==> src/design/lane_mds_linear_layer_1600_defines.svh <==
// Assertion macros for the 1600-bit linear layer.
`ifndef LANE_MDS_LINEAR_LAYER_1600_DEFINES_SVH
`define LANE_MDS_LINEAR_LAYER_1600_DEFINES_SVH

`ifndef SYNTHESIS
`define LMDS_ASSERT_IMPLIES(lbl, ck, rs, ante, cons) \
  lbl: assert property (@(posedge ck) disable iff (rs) (ante) |-> (cons)) \
    else $error("lmds assertion failed");
`define LMDS_ASSERT_NEXT(lbl, ck, rs, ante, cons) \
  lbl: assert property (@(posedge ck) disable iff (rs) (ante) |=> (cons)) \
    else $error("lmds assertion failed");
`else
`define LMDS_ASSERT_IMPLIES(lbl, ck, rs, ante, cons)
`define LMDS_ASSERT_NEXT(lbl, ck, rs, ante, cons)
`endif

`endif

==> src/design/lmds_pkg.sv <==
// Types, constants and helper functions of the 1600-bit linear layer.
package lmds_pkg;

  localparam int NLANES = 25;
  localparam int LANE_W = 64;
  localparam int CNT_W  = 5;
  localparam logic [CNT_W-1:0] LAST_IDX = CNT_W'(NLANES - 1);

  typedef logic [LANE_W-1:0] lane_t;
  typedef lane_t lanes_t [NLANES];

  typedef enum logic [2:0] {
    OP_HOLD,
    OP_SHIFT,
    OP_TAU,
    OP_MIX,
    OP_RPM,
    OP_ITAU
  } op_t;

  typedef struct packed {
    op_t  op;
    logic take_round;
  } cmd_t;

  localparam logic [4:0] MDS_COEF [5][5] = '{
    '{5'h11, 5'h13, 5'h02, 5'h01, 5'h05},
    '{5'h10, 5'h06, 5'h01, 5'h02, 5'h09},
    '{5'h13, 5'h11, 5'h05, 5'h09, 5'h02},
    '{5'h06, 5'h10, 5'h09, 5'h05, 5'h01},
    '{5'h01, 5'h09, 5'h10, 5'h11, 5'h06}
  };

  localparam logic [5:0] ROT_AMT [NLANES] = '{
    6'd0,  6'd5,  6'd14, 6'd10, 6'd28,
    6'd1,  6'd9,  6'd6,  6'd15, 6'd33,
    6'd3,  6'd23, 6'd25, 6'd29, 6'd39,
    6'd7,  6'd11, 6'd8,  6'd37, 6'd43,
    6'd19, 6'd24, 6'd21, 6'd34, 6'd27
  };

  // round mod 6 via reciprocal: q = (r * 171) >> 10 is exact for 8-bit r
  function automatic logic [2:0] mod6(input logic [7:0] r);
    logic [15:0] p;
    logic [5:0]  q;
    logic [7:0]  q6;
    logic [7:0]  rem;
    p   = 16'(r) * 16'd171;
    q   = p[15:10];
    q6  = 8'({q, 2'b00}) + 8'({q, 1'b0});
    rem = r - q6;
    return rem[2:0];
  endfunction

  // Mask of source slice bits feeding output slice bit k of c * s in GF(32),
  // modulus a^5 + a^2 + 1.
  function automatic logic [4:0] mul_mask(input logic [4:0] c, input int k);
    logic [4:0] p [5];
    logic [4:0] acc;
    logic [4:0] top;
    for (int m = 0; m < 5; m++) p[m] = 5'(1) << m;
    acc = '0;
    for (int b = 0; b < 5; b++) begin
      if (c[b]) acc ^= p[k];
      top  = p[4];
      p[4] = p[3];
      p[3] = p[2];
      p[2] = p[1] ^ top;
      p[1] = p[0];
      p[0] = top;
    end
    return acc;
  endfunction

  // Source lane of destination lane dest under tau_d.
  function automatic int tau_src(input int d, input int dest);
    int nx;
    int ny;
    nx = dest % 5;
    ny = dest / 5;
    return ny + 5 * ((nx + d * ny) % 5);
  endfunction

  // Source lane of destination lane dest under the inverse of tau_d.
  function automatic int itau_src(input int d, input int dest);
    int nx;
    int ny;
    nx = dest % 5;
    ny = dest / 5;
    return ((ny + 25 - d * nx) % 5) + 5 * nx;
  endfunction

  function automatic lane_t rotr(input lane_t v, input int n);
    logic [2*LANE_W-1:0] t;
    t = {v, v} >> n;
    return t[LANE_W-1:0];
  endfunction

endpackage

==> src/design/lmds_ctrl.sv <==
// Sequencer: lane count, handshakes and step commands for the datapath.
module lmds_ctrl (
  input  logic            clk,
  input  logic            rst,
  input  logic            in_valid,
  input  logic            out_ready,
  output logic            in_ready,
  output logic            out_valid,
  output logic            out_last,
  output lmds_pkg::cmd_t  cmd
);

  typedef enum logic [2:0] {
    S_LOAD,
    S_TAU,
    S_MIX,
    S_RPM,
    S_ITAU,
    S_EMIT
  } fsm_t;

  fsm_t                         state;
  logic [lmds_pkg::CNT_W-1:0]   cnt;
  logic                         in_take;
  logic                         out_take;

  assign in_take  = in_valid & in_ready;
  assign out_take = out_valid & out_ready;

  always_comb begin
    cmd.op         = lmds_pkg::OP_HOLD;
    cmd.take_round = 1'b0;
    unique case (state)
      S_LOAD: begin
        if (in_take) begin
          cmd.op         = lmds_pkg::OP_SHIFT;
          cmd.take_round = (cnt == lmds_pkg::LAST_IDX);
        end
      end
      S_TAU:  cmd.op = lmds_pkg::OP_TAU;
      S_MIX:  cmd.op = lmds_pkg::OP_MIX;
      S_RPM:  cmd.op = lmds_pkg::OP_RPM;
      S_ITAU: cmd.op = lmds_pkg::OP_ITAU;
      S_EMIT: begin
        if (out_take) cmd.op = lmds_pkg::OP_SHIFT;
      end
      default: cmd.op = lmds_pkg::OP_HOLD;
    endcase
  end

  always_ff @(posedge clk) begin
    if (rst) begin
      state     <= S_LOAD;
      cnt       <= '0;
      in_ready  <= 1'b1;
      out_valid <= 1'b0;
      out_last  <= 1'b0;
    end else begin
      unique case (state)
        S_LOAD: begin
          if (in_take) begin
            if (cnt == lmds_pkg::LAST_IDX) begin
              cnt      <= '0;
              in_ready <= 1'b0;
              state    <= S_TAU;
            end else begin
              cnt <= cnt + 1'b1;
            end
          end
        end
        S_TAU:  state <= S_MIX;
        S_MIX:  state <= S_RPM;
        S_RPM:  state <= S_ITAU;
        S_ITAU: begin
          out_valid <= 1'b1;
          out_last  <= 1'b0;
          state     <= S_EMIT;
        end
        S_EMIT: begin
          if (out_take) begin
            if (cnt == lmds_pkg::LAST_IDX) begin
              cnt       <= '0;
              out_valid <= 1'b0;
              out_last  <= 1'b0;
              in_ready  <= 1'b1;
              state     <= S_LOAD;
            end else begin
              cnt      <= cnt + 1'b1;
              out_last <= (cnt == lmds_pkg::LAST_IDX - 1'b1);
            end
          end
        end
        default: state <= S_LOAD;
      endcase
    end
  end

endmodule

==> config.mk <==
export PLATFORM = sky130hd
export DESIGN_NAME = lmds_ctrl
export DESIGN_NICKNAME = d
export VERILOG_FILES = /design/src/design/lane_mds_linear_layer_1600_defines.svh /design/src/design/lmds_pkg.sv /design/src/design/lmds_ctrl.sv
export SDC_FILE = /design/constraint.sdc
export NUM_CORES = 1
export LEC_CHECK = 0
export BUFFER_PORTS_ARGS = -buffer_cell sky130_fd_sc_hd__buf_2
export CORE_MARGIN = 3
export CORE_UTILIZATION = 25
export CTS_BUF_LIST = sky130_fd_sc_hd__clkbuf_16
export DETAILED_ROUTE_END_ITERATION = 6
export SETUP_SLACK_MARGIN = 0.1
export SLEW_MARGIN = 10
export SYNTH_ARGS = -nofsm -noshare
export SYNTH_HDL_FRONTEND = slang
export SYNTH_SLANG_ARGS = --single-unit
==> constraint.sdc <==
create_clock -name clk -period 1.4 [get_ports clk]
set_clock_uncertainty 0.05 [all_clocks]
set_input_delay 0.21 -clock clk [delete_from_list [all_inputs] [get_ports clk]]
set_output_delay 0.21 -clock clk [all_outputs]
set_load 0.01 [all_outputs]
==> impl_metrics.py, run 1 <==
metrics = {
    "synthesis": {
        "synth-seq-cells": 11,
        "async_flop_share_pct": 0,
        "synth_area_leaders": "dfxtp_1, nand2_1, mux2i_1",
        "ys_warn_count": 0,
        "synth_commonest_cells": "dfxtp_1, nand2_1, nand3_1",
        "synth_ff_type": "dfxtp_1",
        "synth_edf_count": 0,
        "yosys.area.top_type": "dfxtp_1",
        "ys_types": 38,
        "synth_most_common_cell": "dfxtp_1",
        "ys_seq_area_share_pct": 29.7,
        "syn_area_per_cell_um2": 8.94,
        "syn_nets": 89,
        "netlist.area_leader.share_pct": 29.7,
        "netlist_instances": 83,
        "synthesis.area_um2": 742,
    },
    "sta": {
        "rsz0062_at_grt": "true",
        "fmax_mhz": 616,
        "worst_slew_pin_slew_ns": 0.292,
        "slew_headroom_pct": 80.4,
        "finalHoldViolations": 0,
        "finalCritPeriodShare_pct": 116,
        "drv_slew": 0,
        "fin_ws_ns": -0.224,
        "setup_viol": 2,
        "fin_crit_ns": 1.62,
        "hold_ws_ns": 0.289,
    },
    "worst_setup_path": {
        "path_class": "flop to output port",
        "r2r_start": "state[2]",
        "slowest_stage": "dfxtp_2",
        "crit_end": "cmd[0]",
        "reg2reg_depth": 4,
        "r2r-end": "cnt[0]",
        "path_cells": "inv_2, ha_4, nand4b_1, nor4_4, buf_2",
        "cpPeakStageDelay_ns": 0.32,
        "end_kind": "output port",
        "regToRegSetupSlack_ns": 0.04,
        "worstPathMaxFanout": 3,
        "arrival_ns": 1.36,
        "cp.required_ns": 1.14,
        "crit_path_start": "cnt[1]",
        "worstSetupStartpointType": "flop",
    },
    "cells_and_area": {
        "fin_nets": 123,
        "drive_gt1_share_pct": 56.0,
        "area_delta_synth_final_pct": 62.4,
        "final_area_um2": 1200,
        "diodes": 0,
    },
    "global_route": {
        "grt_overflow_total": 0,
        "grt_pass1_vias": 717,
        "grt_max_degree": 10,
        "antenna_found_initial": 0,
        "grt_usage_pct": 13.0,
        "grt_pass1_wl_mm": 3.45,
    },
    "floorplanning": {
        "pin_count": 11,
        "initial_core_util_pct": 26.7,
        "core_um2": 2780,
        "die_h_um": 60.5,
        "die_width_um": 60.5,
        "placement_rows": 19,
        "die-area_um2": 3660,
    },
    "min_path": {
        "whs_path_depth": 3,
        "hp-class": "primary input to flop",
    },
    "placement": {
        "dpl.hpwl_mm": 1.35,
        "placed_area_um2": 887,
        "port_buffers": 10,
        "place.gp.congestion": 0.787,
    },
    "power": {
        "pwr-share-seq_pct": 32.9,
        "pwr-share-comb_pct": 11.0,
        "switching_share_pct": 23.0,
        "leakage_nw": 0.480,
        "p_per_area_nw_per_um2": 803,
        "peakVddDrop_uv": 522,
        "power.internal_uw": 745,
        "p_sw_uw": 223,
        "pwr-share-clk_pct": 56.1,
        "power_uw": 968,
    },
    "status": {
        "outcome": "complete, but fails checks",
        "violations": "setup timing",
    },
    "detailed_routing": {
        "routed_wl_mm": 2.10,
        "drt_iter0_markers": 17,
        "via_per_inst": 5.16,
        "ant_nets": 0,
        "firstDrtPassIters": 4,
        "avgRoutedWirePerCell_um": 14.3,
        "vias": 759,
        "route.detailed.drc": 0,
    },
    "clock_network": {
        "tritoncts": "done",
        "clk_pin_slew_ns": 0.04,
        "htreeDepth": 1,
        "clock_sinks": 11,
        "clockBufferDepth": 2,
        "clk_latency_ns": 0.25,
        "cts_made_buffers": 3,
        "clockRootBuffer": "clkbuf_16",
    },
    "job": {
        "cap_violations": 0,
    },
}
registers in the layout (all words and copies together) (netlist names):
| register | count |
|---|---|
| out_valid | 1 |
| out_last | 1 |
| in_ready | 1 |
| state | 3 |
| cnt | 5 |
placed cells by master, fill, tap and decap left out, drive strengths merged, types with 3 or more instances in the layout:
master,instances
o21ai,4
a21oi,5
inv,4
nand2,9
buf,33
dfxtp,11
nand3,6
nor2,4
mux2i,3
clkbuf,3
nor3,3
layer usage:
metal	up-vias	GRT usage [%]	part of all wire [%]
met2	14	19.6	48
met1	370	16.9	45
met3	5	3.83	4.1
met5	-	0	0
met4	0	6.50	2.2
li1	370	-	-
through the flow:
step           utilization [%]  worst slack [ns]  setup TNS [ns]  instances
2_1_floorplan                -             0.105               0         83
3_3_place_gp              31.9            0.0538               0        128
3_5_place_dp              31.9            0.0321               0        128
4_1_cts                   39.1            -0.241          -0.333        139
5_1_grt                   43.3            -0.307          -0.443        147
6_report                  43.3            -0.224          -0.291        147
power by group through the flow:
| stage | combinational (mW) | sequential, mW | clock (mW) |
|---|---|---|---|
| 5_1_grt | 0.119 | 0.319 | 0.559 |
| 6_report | 0.106 | 0.318 | 0.543 |
| 3_5_place_dp | 0.0795 | 0.335 | 0 |
| 2_1_floorplan | 0.0566 | 0.333 | 0 |
| 4_1_cts | 0.100 | 0.318 | 0.555 |
| 3_3_place_gp | 0.0785 | 0.334 | 0 |
cell families (layout without fill, tap and decap cells):
kind of cell	count (synthesis)	in the layout	synth area share, %
buffers and inverters	9	42	6.91
AO/OA/AOI/OAI	18	18	19.1
multiplexers	4	4	6.07
XOR/XNOR	1	1	1.18
flip-flops	11	11	29.7
AND/OR/NAND/NOR	38	38	33.7
adder cells (fa/ha/maj)	2	2	3.37
cell type report:
cell class                 count  area, um^2
timing repair buffer          33         256
fill                         262        1580
inverter                       5        18.8
tap                           31        38.8
sequential                    11         239
clock buffer                   3        75.1
multi-input combinational     63         572
clock inverter                 1        5.00
worst min path at each step:
| stage | from | to | slack (ns) |
|---|---|---|---|
| 6_report | rst | cnt[4] | 0.29 |
| 5_1_grt | rst | state[2] | 0.31 |
| 4_1_cts | rst | cnt[4] | 0.27 |
| 3_5_place_dp | out_last | out_last | 0.42 |
| 3_3_place_gp | out_last | out_last | 0.41 |
| 2_1_floorplan | out_ready | out_valid | 0.38 |
worst max-delay path: cells and delay by family, from the launching register on:
family	cells	cell delay [ns]
fa+ha+maj	1	0.13
buf+inv	2	0.24
flops	1	0.32
simple gates	2	0.42
what timing repair did:
item	CTS	global route
pin swaps	5	7
endpoints found under the hold margin	0	0
buffers inserted	7	8
gates resized for setup	18	13
setup endpoints to repair	10	14
hold buffers	0	0
No activity file was read; power rests on OpenSTA's default activity.
==> inputs of run 2 (changes only) <==
- clock period: 1.4 -> 1.3 ns (I/O delays scaled with it)
==> impl_metrics.py, run 2 (synthesis results as in run 1) <==
metrics = {
    "worst_setup_path": {
        "end_kind": "output port",
        "path_cells": "inv_2, ha_4, nand4b_1, nor4_4, buf_2",
        "path_class": "flop to output port",
        "slowest_stage": "dfxtp_2",
        "path_buf_inv": 2,
        "cpPeakStageDelay_ns": 0.31,
        "cp_top_family": "simple AND/OR/NAND/NOR gates",
        "cp.required_ns": 1.05,
        "worstSetupStartpointType": "flop",
        "arrival_ns": 1.31,
        "worstPathMaxFanout": 2,
    },
    "cells_and_area": {
        "largest_reg_flops": 5,
        "top_register": "cnt",
        "drive_gt1_share_pct": 61.0,
        "diodes": 0,
        "top_regs": "cnt: 5 flops, state: 3 flops",
        "layout_common_cells": "buf_4, buf_2, buf_6",
        "fin_nets": 130,
        "final_common_cell": "buf_4",
        "area_delta_synth_final_pct": 70.2,
        "fillers": 272,
        "final_area_um2": 1260,
    },
    "sta": {
        "rsz0062_at_grt": "true",
        "slew_headroom_pct": 81.7,
        "finalCritPeriodShare_pct": 120,
        "fmax_mhz": 642,
        "worst_slew_pin_slew_ns": 0.267,
        "drv_slew": 0,
        "setup_viol": 12,
        "finalHoldViolations": 0,
        "fin_ws_ns": -0.258,
        "fin_crit_ns": 1.56,
    },
    "power": {
        "p_per_area_nw_per_um2": 847,
        "peakVddDrop_uv": 740,
        "leakage_nw": 0.518,
    },
    "clock_network": {
        "clock_sinks": 11,
        "clk_latency_ns": 0.25,
        "clk_pin_slew_ns": 0.05,
        "clockRootBuffer": "clkbuf_16",
        "clockBufferDepth": 2,
        "cts_made_buffers": 3,
        "tritoncts": "done",
        "cts_hold_buf": 0,
        "htreeDepth": 1,
    },
    "floorplanning": {
        "pin_count": 11,
        "die_h_um": 60.5,
        "initial_core_util_pct": 26.7,
        "placement_rows": 19,
        "die_width_um": 60.5,
        "die-area_um2": 3660,
        "core_um2": 2780,
    },
    "detailed_routing": {
        "via_per_inst": 5.07,
        "route.detailed.drc": 0,
        "drt_iter0_markers": 16,
        "avgRoutedWirePerCell_um": 15.0,
        "routed_wl_mm": 2.30,
        "vias": 781,
        "ant_nets": 0,
        "firstDrtPassIters": 4,
    },
    "global_route": {
        "grt_usage_pct": 14.3,
        "grt_max_degree": 8,
        "antenna_found_initial": 0,
        "grt_pass1_vias": 750,
        "grt_overflow_total": 0,
        "grt_pass1_wl_mm": 3.71,
    },
    "status": {
        "violations": "setup timing",
        "outcome": "complete, but fails checks",
    },
    "placement": {
        "placed_area_um2": 956,
        "place.gp.congestion": 0.802,
        "place_ws_ns": -0.0576,
        "dpl.hpwl_mm": 1.45,
        "port_buffers": 10,
    },
    "job": {
        "cap_violations": 0,
    },
    "min_path": {
        "hp-class": "primary input to flop",
    },
}
[run 2: worst paths after layout]
kind,from,slack [ns],cells after the start,to
hold reg to reg,out_last,0.42,2,out_last
setup reg to reg,cnt[0],-0.21,6,cnt[2]
hold / removal,rst,0.26,3,cnt[4]
setup / recovery,cnt[1],-0.26,5,cmd[0]
[run 2: metrics by stage]
stage               setup TNS, ns  hold slack, ns  power [mW]  cells  utilization [%]
CTS                         -1.30           0.258        1.05    153             43.5
global route                -2.10           0.271        1.12    154             45.4
finish                      -1.37           0.255        1.07    154             45.4
detailed placement        -0.0697           0.423       0.464    137             34.4
floorplan                       0           0.376       0.420     83                -
global placement          -0.0238           0.410       0.462    137             34.4
[run 2: power breakdown]
| group | internal (mW) | total (mW) | switching, mW |
|---|---|---|---|
| sequential | 0.338 | 0.343 | 0.00475 |
| combinational | 0.0730 | 0.141 | 0.0684 |
| clock | 0.406 | 0.585 | 0.179 |
[run 2: cell type report]
class | instances | area [um^2] | share of cell area, %
clock buffer | 3 | 75.1 | 5.95
tap | 31 | 38.8 | 3.07
timing repair buffer | 40 | 313 | 24.8
sequential | 11 | 239 | 18.9
clock inverter | 1 | 3.75 | 0.297
inverter | 5 | 18.8 | 1.49
multi-input combinational | 63 | 574 | 45.5
[run 2: metal layers]
metal	part of all wire [%]	vias up	routed length (um)	global-route usage, %
met5	0	-	0	0
met4	2.6	0	61	8.36
met3	3.6	5	83	4.04
met2	49	18	1130	23.0
met1	45	372	1030	17.0
li1	-	386	-	-
[run 2: worst reg2reg max path, stage by stage, from the launching register on]
cell and delay, ns:
dfxtp_2 0.33, inv_2 0.05, ha_4 0.16, buf_4 0.13
and4b_2 0.25, or3_1 0.31, mux2i_1 0.16
[run 2: timing repair]
item	4_1_cts	5_1_grt
setup endpoints to repair	14	14
gates resized for setup	26	9
setup buffers	13	2
pin swaps	8	8
